## config.mk

```make
export PLATFORM = sky130hd
export DESIGN_NAME = heat_alarm_sample_qualifier_core
export DESIGN_NICKNAME = d
export VERILOG_FILES = /design/src/hw/rtl/hasq_pkg.sv /design/src/hw/rtl/heat_alarm_sample_qualifier_core.sv /design/src/hw/rtl/hasq_cfg_regs.sv /design/src/hw/rtl/hasq_convert.sv /design/src/hw/rtl/hasq_history.sv
export VERILOG_INCLUDE_DIRS = /design/src /design/src/hw/rtl
export SDC_FILE = /design/constraint.sdc
export NUM_CORES = 1
export LEC_CHECK = 0
export BUFFER_PORTS_ARGS = -buffer_cell sky130_fd_sc_hd__buf_2
export CORE_MARGIN = 10
export CORE_UTILIZATION = 35
export DETAILED_ROUTE_END_ITERATION = 16
export GPL_TIMING_DRIVEN = 0
export PLACE_DENSITY = 0.64
export SLEW_MARGIN = 5
export SYNTH_ARGS = -nofsm -noshare
export SYNTH_HDL_FRONTEND = slang
export SYNTH_SLANG_ARGS = --single-unit
```

## constraint.sdc

```tcl
create_clock -name aclk -period 4.3 [get_ports aclk]
set_clock_uncertainty 0.2 [all_clocks]
set_input_delay 0.43 -clock aclk [delete_from_list [all_inputs] [get_ports aclk]]
set_output_delay 0.43 -clock aclk [all_outputs]
set_load 0.005 [all_outputs]
```

## src/hw/rtl/heat_alarm_sample_qualifier_core_macros.svh

```systemverilog
// ============================================================================
// Heat alarm sample qualifier assertion macros
// Shared concurrent assertion forms, clocked on aclk and held off in reset.
// ============================================================================
`ifndef HEAT_ALARM_SAMPLE_QUALIFIER_CORE_MACROS_SVH
`define HEAT_ALARM_SAMPLE_QUALIFIER_CORE_MACROS_SVH

// Same-cycle implication.
`define HASQ_ASSERT_NOW(label, ante, cons, msg) \
    label: assert property (@(posedge aclk) disable iff (!aresetn) \
        (ante) |-> (cons)) else $error(msg);

// Next-cycle implication.
`define HASQ_ASSERT_NEXT(label, ante, cons, msg) \
    label: assert property (@(posedge aclk) disable iff (!aresetn) \
        (ante) |=> (cons)) else $error(msg);

`endif

```

## src/hw/rtl/hasq_pkg.sv

```systemverilog
// ============================================================================
// Heat alarm sample qualifier package
// Shared types, register map, thermistor table and the reading-to-degrees map.
// ============================================================================
`default_nettype none

package hasq_pkg;

    // Thermistor table geometry.
    localparam int TABLE_LEN  = 84;
    localparam int DEG_W      = 7;
    localparam int SAMPLE_W   = 8;
    localparam int LUT_DEPTH  = 256;

    // Out-of-range reading limits for the fault history.
    localparam logic [SAMPLE_W-1:0] FAULT_HIGH = 8'd250;
    localparam logic [SAMPLE_W-1:0] FAULT_LOW  = 8'd5;

    // History widths and full patterns.
    localparam int FAULT_HIST_W = 8;
    localparam int OVER_HIST_W  = 3;
    localparam logic [FAULT_HIST_W-1:0] FAULT_HIST_FULL = 8'hFF;
    localparam logic [OVER_HIST_W-1:0]  OVER_HIST_FULL  = 3'h7;
    localparam logic [OVER_HIST_W-1:0]  OVER_HIST_NONE  = 3'h0;

    // Configuration port: register index sits in paddr[2].
    localparam int APB_ADDR_W = 3;
    localparam int APB_DATA_W = 32;
    localparam logic REG_ALARM_TEMP = 1'b0;
    localparam logic [SAMPLE_W-1:0] ALARM_TEMP_RESET = 8'd60;

    // Descending converter readings, one per degree.
    typedef logic [0:TABLE_LEN-1][SAMPLE_W-1:0] ntc_table_t;
    localparam ntc_table_t NTC_TABLE = '{
        8'd222, 8'd221, 8'd219, 8'd218, 8'd216, 8'd215, 8'd213, 8'd211, 8'd209,
        8'd207, 8'd206, 8'd204, 8'd202, 8'd200, 8'd198, 8'd195, 8'd193, 8'd191,
        8'd189, 8'd187, 8'd184, 8'd182, 8'd180, 8'd177, 8'd175, 8'd172, 8'd170,
        8'd167, 8'd165, 8'd162, 8'd160, 8'd157, 8'd155, 8'd152, 8'd149, 8'd147,
        8'd144, 8'd142, 8'd139, 8'd137, 8'd134, 8'd131, 8'd129, 8'd126, 8'd124,
        8'd121, 8'd119, 8'd116, 8'd114, 8'd111, 8'd109, 8'd107, 8'd104, 8'd102,
        8'd100, 8'd97,  8'd95,  8'd93,  8'd91,  8'd89,  8'd87,  8'd85,  8'd83,
        8'd81,  8'd79,  8'd77,  8'd75,  8'd73,  8'd71,  8'd69,  8'd68,  8'd66,
        8'd64,  8'd63,  8'd61,  8'd60,  8'd58,  8'd57,  8'd55,  8'd54,  8'd52,
        8'd51,  8'd50,  8'd49
    };

    localparam logic [DEG_W-1:0] DEG_MAX = DEG_W'(TABLE_LEN - 1);

    // Full reading-to-degrees map, one entry per reading.
    typedef logic [0:LUT_DEPTH-1][DEG_W-1:0] deg_lut_t;

    // Built once at elaboration from the descending table.
    function automatic deg_lut_t build_deg_lut();
        deg_lut_t lut;
        logic     found;
        for (int r = 0; r < LUT_DEPTH; r++) begin
            found  = 1'b0;
            lut[r] = DEG_MAX;
            if (r > int'(NTC_TABLE[0])) begin
                lut[r] = '0;
            end else if (r >= int'(NTC_TABLE[TABLE_LEN-1])) begin
                for (int i = 0; i < TABLE_LEN; i++) begin
                    if (!found && r >= int'(NTC_TABLE[i])) begin
                        lut[r] = DEG_W'(i);
                        found  = 1'b1;
                    end
                end
            end
        end
        return lut;
    endfunction

    localparam deg_lut_t DEG_LUT = build_deg_lut();

    // Input transfer payload.
    typedef struct packed {
        logic [SAMPLE_W-1:0] adc_sample;
        logic                clear_alarm;
    } in_item_t;

    // Result transfer payload.
    typedef struct packed {
        logic [DEG_W-1:0] temperature;
        logic             over_threshold;
        logic             sensor_fault;
        logic             fire_alarm;
        logic             exit_pending;
    } out_item_t;

    // Conversion results handed to the history logic.
    typedef struct packed {
        logic [DEG_W-1:0] temperature;
        logic             over_threshold;
        logic             out_of_range;
    } conv_t;

    // Sticky flag values after one sample.
    typedef struct packed {
        logic sensor_fault;
        logic fire_alarm;
        logic exit_pending;
    } flags_t;

endpackage

`default_nettype wire

```

## src/hw/rtl/heat_alarm_sample_qualifier_core.sv

```systemverilog
// ============================================================================
// Heat alarm sample qualifier core
// Converts thermistor readings to degrees and qualifies fault and fire alarms.
// ============================================================================
//
//  Channel   Ports               Carries
//  -------   -----------------   ------------------------------------------
//  s_        s_valid/s_ready     in_item_t: adc_sample, clear_alarm
//  m_        m_valid/m_ready     out_item_t: temperature and status flags
//  apb       psel..pready        alarm_temp threshold at byte address 0
//
//  One transfer is accepted per cycle while the result side keeps up; a
//  result passes the input register and then the result register before
//  it is offered.
//  The table lookup, compares and history update sit between those two.
//  Reset is synchronous, active low, and clears histories, flags and valids.
//  A stalled result holds; one more sample waits in the input register,
//  and then s_ready drops until the result transfers.
//
`default_nettype none

`include "heat_alarm_sample_qualifier_core_macros.svh"

module heat_alarm_sample_qualifier_core (
    input  wire logic                            aclk,
    input  wire logic                            aresetn,
    input  wire logic                            s_valid,
    output logic                                 s_ready,
    input  wire hasq_pkg::in_item_t              s_data,
    output logic                                 m_valid,
    input  wire logic                            m_ready,
    output hasq_pkg::out_item_t                  m_data,
    input  wire logic                            psel,
    input  wire logic                            penable,
    input  wire logic                            pwrite,
    input  wire logic [hasq_pkg::APB_ADDR_W-1:0] paddr,
    input  wire logic [hasq_pkg::APB_DATA_W-1:0] pwdata,
    output logic      [hasq_pkg::APB_DATA_W-1:0] prdata,
    output logic                                 pready
);
    import hasq_pkg::*;

    logic                in_valid_reg, in_valid_next;
    in_item_t            in_item_reg;
    logic                out_valid_reg, out_valid_next;
    out_item_t           out_item_reg, out_item_next;
    logic                advance;
    logic [SAMPLE_W-1:0] alarm_temp;
    conv_t               conv;
    flags_t              flags_next;

    // Threshold register port.
    hasq_cfg_regs u_cfg (
        .aclk       (aclk),
        .aresetn    (aresetn),
        .psel       (psel),
        .penable    (penable),
        .pwrite     (pwrite),
        .paddr      (paddr),
        .pwdata     (pwdata),
        .prdata     (prdata),
        .pready     (pready),
        .alarm_temp (alarm_temp)
    );

    // Degrees, threshold and fault-limit checks.
    hasq_convert u_convert (
        .adc_sample (in_item_reg.adc_sample),
        .alarm_temp (alarm_temp),
        .conv       (conv)
    );

    // Histories and sticky flags.
    hasq_history u_history (
        .aclk        (aclk),
        .aresetn     (aresetn),
        .update      (advance),
        .clear_alarm (in_item_reg.clear_alarm),
        .conv        (conv),
        .flags_next  (flags_next)
    );

    // A held sample moves on when the result register is free or draining.
    assign advance = in_valid_reg && (!out_valid_reg || m_ready);
    assign s_ready = !in_valid_reg || advance;

    // Valid bookkeeping for both registers and the next result.
    always_comb begin
        in_valid_next  = in_valid_reg;
        out_valid_next = out_valid_reg;
        if (s_valid && s_ready) begin
            in_valid_next = 1'b1;
        end else if (advance) begin
            in_valid_next = 1'b0;
        end
        if (advance) begin
            out_valid_next = 1'b1;
        end else if (m_ready) begin
            out_valid_next = 1'b0;
        end
        out_item_next.temperature    = conv.temperature;
        out_item_next.over_threshold = conv.over_threshold;
        out_item_next.sensor_fault   = flags_next.sensor_fault;
        out_item_next.fire_alarm     = flags_next.fire_alarm;
        out_item_next.exit_pending   = flags_next.exit_pending;
    end

    // Input register and result register.
    always_ff @(posedge aclk) begin
        if (!aresetn) begin
            in_valid_reg  <= 1'b0;
            out_valid_reg <= 1'b0;
        end else begin
            in_valid_reg  <= in_valid_next;
            out_valid_reg <= out_valid_next;
        end
        if (s_valid && s_ready) begin
            in_item_reg <= s_data;
        end
        if (advance) begin
            out_item_reg <= out_item_next;
        end
    end

    assign m_valid = out_valid_reg;
    assign m_data  = out_item_reg;

    // An empty input register always takes a transfer.
    `HASQ_ASSERT_NOW(a_empty_ready, !in_valid_reg, s_ready, "input stalled while empty")
    // A sample that moves on is shown as a result in the next cycle.
    `HASQ_ASSERT_NEXT(a_advance_out, advance, m_valid, "advanced sample not shown")
    // Temperatures stay inside the table.
    `HASQ_ASSERT_NOW(a_temp_range, m_valid, m_data.temperature <= DEG_MAX,
        "temperature beyond table")

endmodule

`default_nettype wire

```

## src/hw/rtl/hasq_cfg_regs.sv

```systemverilog
// ============================================================================
// Heat alarm sample qualifier configuration registers
// APB-style register port holding the alarm temperature threshold.
// ============================================================================
`default_nettype none

module hasq_cfg_regs (
    input  wire logic                            aclk,
    input  wire logic                            aresetn,
    input  wire logic                            psel,
    input  wire logic                            penable,
    input  wire logic                            pwrite,
    input  wire logic [hasq_pkg::APB_ADDR_W-1:0] paddr,
    input  wire logic [hasq_pkg::APB_DATA_W-1:0] pwdata,
    output logic      [hasq_pkg::APB_DATA_W-1:0] prdata,
    output logic                                 pready,
    output logic      [hasq_pkg::SAMPLE_W-1:0]   alarm_temp
);
    import hasq_pkg::*;

    logic [SAMPLE_W-1:0] alarm_temp_val_reg;
    logic                wr_en;

    // No wait states.
    assign pready = 1'b1;

    // A write completes in the access phase.
    assign wr_en = psel && penable && pwrite && pready;

    // Threshold register.
    always_ff @(posedge aclk) begin
        if (!aresetn) begin
            alarm_temp_val_reg <= ALARM_TEMP_RESET;
        end else begin
            if (wr_en && paddr[2] == REG_ALARM_TEMP) begin
                alarm_temp_val_reg <= pwdata[SAMPLE_W-1:0];
            end
        end
    end

    assign alarm_temp = alarm_temp_val_reg;

    // Read-back mux; unmapped addresses read as zero.
    always_comb begin
        prdata = '0;
        if (paddr[2] == REG_ALARM_TEMP) begin
            prdata = {{(APB_DATA_W-SAMPLE_W){1'b0}}, alarm_temp_val_reg};
        end
    end

endmodule

`default_nettype wire

```

## src/hw/rtl/hasq_convert.sv

```systemverilog
// ============================================================================
// Heat alarm sample qualifier conversion
// Maps a reading to degrees, checks the threshold and the fault limits.
// ============================================================================
`default_nettype none

module hasq_convert (
    input  wire logic [hasq_pkg::SAMPLE_W-1:0] adc_sample,
    input  wire logic [hasq_pkg::SAMPLE_W-1:0] alarm_temp,
    output hasq_pkg::conv_t                    conv
);
    import hasq_pkg::*;

    logic [DEG_W-1:0] deg;

    // Constant table lookup, one entry per reading.
    assign deg = DEG_LUT[adc_sample];

    // Degrees against threshold and readings against the fault limits.
    always_comb begin
        conv.temperature    = deg;
        conv.over_threshold = {1'b0, deg} > alarm_temp;
        conv.out_of_range   = (adc_sample >= FAULT_HIGH) || (adc_sample <= FAULT_LOW);
    end

endmodule

`default_nettype wire

```

## src/hw/rtl/hasq_history.sv

```systemverilog
// ============================================================================
// Heat alarm sample qualifier history
// Fault and over-threshold shift histories with their sticky flags.
// ============================================================================
`default_nettype none

`include "heat_alarm_sample_qualifier_core_macros.svh"

module hasq_history (
    input  wire logic            aclk,
    input  wire logic            aresetn,
    input  wire logic            update,
    input  wire logic            clear_alarm,
    input  wire hasq_pkg::conv_t conv,
    output hasq_pkg::flags_t     flags_next
);
    import hasq_pkg::*;

    logic [FAULT_HIST_W-1:0] fault_hist_reg, fault_hist_next;
    logic [OVER_HIST_W-1:0]  over_hist_reg,  over_hist_next;
    logic                    fault_reg, fire_reg, exit_reg;

    // Shift in this sample and derive the flags after it.
    always_comb begin
        fault_hist_next = {fault_hist_reg[FAULT_HIST_W-2:0], conv.out_of_range};
        over_hist_next  = {over_hist_reg[OVER_HIST_W-2:0], conv.over_threshold};
        flags_next.sensor_fault = fault_reg || (fault_hist_next == FAULT_HIST_FULL);
        flags_next.fire_alarm   = (fire_reg && !clear_alarm)
                                  || (over_hist_next == OVER_HIST_FULL);
        flags_next.exit_pending = (exit_reg && !clear_alarm)
                                  || (over_hist_next == OVER_HIST_NONE);
    end

    // State advances once per sample that moves to the result register.
    always_ff @(posedge aclk) begin
        if (!aresetn) begin
            fault_hist_reg <= '0;
            over_hist_reg  <= '0;
            fault_reg      <= 1'b0;
            fire_reg       <= 1'b0;
            exit_reg       <= 1'b0;
        end else if (update) begin
            fault_hist_reg <= fault_hist_next;
            over_hist_reg  <= over_hist_next;
            fault_reg      <= flags_next.sensor_fault;
            fire_reg       <= flags_next.fire_alarm;
            exit_reg       <= flags_next.exit_pending;
        end
    end

    // The sensor fault never clears once set.
    `HASQ_ASSERT_NEXT(a_fault_sticky, fault_reg, fault_reg, "sensor fault dropped")
    // Fire sets only after three hits in a row.
    `HASQ_ASSERT_NOW(a_fire_rise, $rose(fire_reg), over_hist_reg == OVER_HIST_FULL,
        "fire alarm set without three hits")
    // Exit sets only after three misses in a row.
    `HASQ_ASSERT_NOW(a_exit_rise, $rose(exit_reg), over_hist_reg == OVER_HIST_NONE,
        "exit pending set without three misses")

endmodule

`default_nettype wire

```

==> Yosys cells after proc, flatten, opt, wreduce, memory -nomap -nowiden <==
Memories as Yosys holds them, arrays and structs flattened.
Cells that the tools add are included.
{ "op_classes": {"add_sub_neg": 0, "n_mul": 0, "div": 0, "n_lt_le_gt_ge": 4, "eq_ne": 2, "shift": 0, "muxes": 7, "bitwise_logic": 2, "n_reduce_logical": 19} }
{ "ops": {"columns": ["op", "n"], "rows": [
  ["$mux W7", 2],
  ["$ge A9 B9 Y1 const B", 1],
  ["$not A8 Y9", 1],
  ["$eq A8 B8 Y1 const B", 1],
  ["$ge A8 B8 Y1 const B", 1],
  ["$gt A7 B8 Y1", 1],
  ["$le A8 B3 Y1 const B", 1],
  ["$mux W8", 1],
  ["$logic_and A1 B1 Y1", 7],
  ["$logic_or A1 B1 Y1", 6],
  ["$mux W1", 4],
  ["$reduce_bool A2 Y1", 2],
  ["$eq A3 B3 Y1 const B", 1],
  ["$logic_not A1 Y1", 3],
  ["$logic_not A3 Y1", 1],
  ["$not A1 Y1", 1]
]} }
{ "word_totals": {"regBits": 42, "latchBits": 0, "mem_bits_rw": 0, "romBits": 1792, "input_bits": 51, "out_inout_bits": 46, "word_cells": 50, "mem_count": 1} }
{ "memory_table": {"columns": ["memory", "depth", "width", "read_ports", "rd_clocked_by_memory_dff", "wr", "line_no", "rtl"], "rows": [
  ["(no name shown)", 256, 7, 1, 0, 0, "hasq_convert.sv:17", "assign deg = DEG_LUT[adc_sample];"]
]} }

==> Depth between registers and ports, before layout <==
{ "logic_depth": {"ltp_word": 7, "mapped_depth": 14, "mapped_depth_nobuf": 13} }

==> Hierarchy <==
From an unflattened synthesis, not the netlist that was laid out.
{ "hier_totals": {"cells_unflattened": 352, "area_unflattened_um2": 3133.0} }
{ "by_module_without_submodules": {"columns": ["mod", "instances", "cells_per_inst", "area_per_inst_um2"], "rows": [
  ["hasq_convert", 1, 204, 1320.0],
  ["heat_alarm_sample_qualifier_core", 1, 29, 704.4],
  ["hasq_cfg_regs", 1, 70, 610.6],
  ["hasq_history", 1, 49, 498.0]
]} }

==> Worst setup path after synthesis <==
No wires, ideal clock.
{ "synth_path": {"path_kind": "reg2reg", "start": "reg in_item_reg[2] (netlist name)", "end": "reg out_item_reg (netlist bit m_data[1]), data pin", "setup_ps": 267, "arrival_time_ps": 2930, "slack_ps": 903, "path_stages_with_launch": 15, "n_path_buf": 1, "period_less_slack_ps": 3397, "path_cell_list": "edfxtp_1 -> inv_1 -> ha_1 -> clkbuf_1 -> nand2_1 -> a21oi_1 -> o22ai_1 -> a211o_1 -> a22o_1 -> ha_1 -> nor2b_1 -> o21a_1 -> o21a_1 -> o31ai_2 -> o2bb2ai_1"} }
{ "synth_rtl": {"columns": ["item", "line_no", "rtl"], "rows": [
  ["from (decl)", "heat_alarm_sample_qualifier_core.sv:44", "in_item_t in_item_reg;"],
  ["from (signal assigned)", "heat_alarm_sample_qualifier_core.sv:118", "in_item_reg <= s_data;"],
  ["to (signal assigned)", "heat_alarm_sample_qualifier_core.sv:121", "out_item_reg <= out_item_next;"],
  ["to (decl)", "heat_alarm_sample_qualifier_core.sv:46", "out_item_t out_item_reg, out_item_next;"]
]} }

==> flow_metrics.py <==
metrics = {
    "cells_and_area": {
        "seq_area_um2": 1041,
        "drive_gt1_share_pct": 23.90,
        "fillCellCount": 872,
        "nNetsFinal": 494,
        "diodes": 0,
        "final_common_cell": "buf_2",
        "area_delta_synth_final_pct": 17.57,
        "layout_common_cells": "buf_2 (53), nand2_1 (45), buf_4 (27), conb_1 (25), dfxtp_1 (22)",
        "largest_reg_flops": 11,
        "multi_input_area_um2": 1698,
    },
    "yosys": {
        "synth_top_cell_area_share_pct": 19.62,
        "async_flop_share_pct": 0,
        "yosysSeqAreaShare_pct": 34.00,
        "yosys-top-cells-area": "edfxtp_1 (20%), dfxtp_1 (14%), buf_4 (6.6%)",
        "syn_inst": 356,
        "ys.flop_type": "dfxtp_1",
        "avgSynthCellArea_um2": 8.600,
        "ys_ff_latch": 42,
        "syn-cell-area_um2": 3062,
        "synth_top_area_cell": "edfxtp_1",
        "synth-edff-count": 20,
        "yosysUniqueCellTypes": 65,
        "ys.warnings.count": 0,
    },
    "placed_design": {
        "place.gp.congestion": 0.9415,
        "place_worst_setup_slack_ns": 0.3093,
        "dp_hpwl_um": 6375,
        "portBuffers": 44,
    },
    "drt": {
        "drt-met1-wl_um": 3777,
        "drt_pass1_iterations": 5,
        "drc_errors": 0,
        "routed_wl_um": 8168,
        "top_layer_used": "met4",
        "wl_per_cell_um": 15.15,
        "route.met3.wl_um": 910,
        "vias": 2800,
        "postRouteAntennaNets": 0,
        "wl_met2_um": 3350,
        "viasPerCell": 5.195,
        "drt_iter0_drc": 285,
    },
    "worst_setup_path": {
        "arrival_ns": 3.64,
        "required_ns": 4.13,
        "start_kind": "register",
        "critPathCaptureType": "register",
        "cp_max_fo": 10,
        "crit_buf_inv": 2,
        "path_cells": "inv_1 -> ha_1 -> clkbuf_2 -> nand2_1 -> a21oi_1 -> o22ai_1 -> a211o_1 -> a22o_1 -> ha_1 -> nor2b_1 -> o21a_1 -> o21a_1 -> o31ai_2 -> o2bb2ai_1",
        "cp_slowest_stage_delay_ns": 0.47,
        "path_class": "register to register",
        "cp_top_family": "compound AO/OA/AOI/OAI gates",
        "cp_slowest_cell": "edfxtp_1",
    },
    "clock_tree": {
        "cts_tree": "done",
        "htreeDepth": 2,
        "cts_root_buffer": "clkbuf_8",
        "clockBufferDepth": 2,
        "clk_pin_slew_ns": 0.08,
        "ctsResizeCount": 0,
        "hold_buffers": 0,
        "numCtsBuffers": 5,
        "clock-sinks": 42,
        "clk_latency_ns": 0.29,
        "post_cts_buffers": 0,
    },
    "timing": {
        "finalHoldViolCount": 0,
        "fmax_ghz": 0.2625,
        "setup_viol": 0,
        "setup_ws_ns": 0.4908,
        "period_minus_slack_ns": 3.809,
        "drv_slew": 0,
        "rsz0062_at_grt": "no",
        "setup-tns-final_ns": 0,
        "worst_pin_slew_ns": 0.5139,
        "finalCritPeriodShare_pct": 88.59,
        "slew_headroom_pct": 65.45,
    },
    "grt": {
        "grt_overflow": 0,
        "grt_pass1_wl_um": 13610,
        "grt_pass1_vias": 2684,
        "antenna_found_initial": 0,
        "track_usage_pct": 12.42,
        "grt_max_degree": 21,
    },
    "job": {
        "drv_cap": 0,
    },
    "hold_path": {
        "hold_class": "input pin to register",
    },
    "floorplanning": {
        "initial_utilization_pct": 35.45,
        "boundaryPins": 97,
        "die_area_um2": 12890,
        "fp.dieH_um": 113.5,
        "die_w_um": 113.5,
        "core-area_um2": 8636,
        "rows": 34,
    },
    "pwr": {
        "powerDensity_nw_per_um2": 262.6,
        "p_leak_nw": 1.572,
        "irDropWorstVdd_mv": 0.1573,
    },
    "outcome": {
        "status": "finished, final reports clean",
    },
}
-- Yosys cell counts, drive strengths merged (2+ instances only) --
| cell type | n |
|---|---|
| conb | 2 |
| ha | 13 |
| mux2i | 7 |
| o211ai | 8 |
| a211o | 2 |
| nor2b | 14 |
| a221oi | 4 |
| o21a | 4 |
| buf | 41 |
| a211oi | 2 |
| nand3 | 9 |
| o2111ai | 2 |
| a21boi | 13 |
| edfxtp | 20 |
| a311oi | 3 |
| or3 | 2 |
| nor2 | 19 |
| a21oi | 17 |
| nand4 | 2 |
| o21ai | 11 |
| a22oi | 2 |
| dfxtp | 22 |
| inv | 18 |
| a31oi | 2 |
| nor3 | 12 |
| o32a | 2 |
| a22o | 3 |
| or2 | 2 |
| o2bb2ai | 2 |
| nand2 | 45 |
| nand2b | 10 |
| xnor2 | 3 |
| o31ai | 5 |
| clkbuf | 9 |
| and4 | 2 |
| a21o | 3 |
-- stage by stage --
step | utilization (%) | total power, mW | hold WS, ns | instance area (um2) | std cells
2_1_floorplan | - | 0.6151 | 0.2257 | 3148 | 379
3_3_place_gp | 40.57 | 0.6768 | 0.2402 | 3503 | 531
3_5_place_dp | 40.57 | 0.6782 | 0.2448 | 3503 | 531
4_1_cts | 41.67 | 0.9524 | 0.1037 | 3598 | 539
5_1_grt | 41.68 | 0.9999 | 0.09502 | 3600 | 539
6_report | 41.68 | 0.9451 | 0.1103 | 3600 | 539
-- power breakdown --
group / internal [mW] / leakage (nW) / switching (mW)
registers: 0.438 / 0.369 / 0.0106
logic: 0.0985 / 1.15 / 0.127
clock network: 0.133 / 0.0489 / 0.138
total: 0.669 / 1.57 / 0.276
-- path summary, 6_finish.rpt --
kind                          startpoint                          end  slack [ns]  depth (start not counted)
min                            s_data[3]               in_item_reg[3]        0.11                          1
min reg2reg  u_history.fault_hist_reg[6]  u_history.fault_hist_reg[6]        0.26                          2
max                       in_item_reg[2]                    m_data[1]        0.49                         14
max reg2reg               in_item_reg[2]                    m_data[1]        0.49                         14
-- area by class of cell --
class / instances / area share (%)
clock inverters: 1 / 0.2433
inverters: 18 / 1.877
repair buffers: 44 / 6.117
clock buffers: 7 / 2.398
flip-flops and latches: 42 / 28.92
well taps: 108 / 3.754
plain buffers: 50 / 9.524
multi-input cells: 269 / 47.17
-- kinds of logic after synthesis --
logic type               synth area share, %
XOR/XNOR                              0.8584
AO/OA/AOI/OAI                          22.68
AND/OR/NAND/NOR                        20.15
other                                 0.2453
multiplexers                           3.392
flip-flops                             34.00
buffers and inverters                  13.36
adder cells (fa/ha/maj)                5.313
-- layer usage --
metal	vias to the layer above	GRT usage (%)
met4	0	3.469
met2	177	18.29
met1	1229	17.16
met3	16	3.622
met5	-	0
li1	1378	-
-- worst reg2reg max path: stages, from the launching register on --
cell	delay, ns
edfxtp_1	0.47
inv_1	0.20
ha_1	0.20
clkbuf_2	0.26
nand2_1	0.15
a21oi_1	0.16
o22ai_1	0.08
a211o_1	0.30
a22o_1	0.23
ha_1	0.30
nor2b_1	0.13
o21a_1	0.16
o21a_1	0.19
o31ai_2	0.38
o2bb2ai_1	0.14
(Power assumes the default switching activity.)
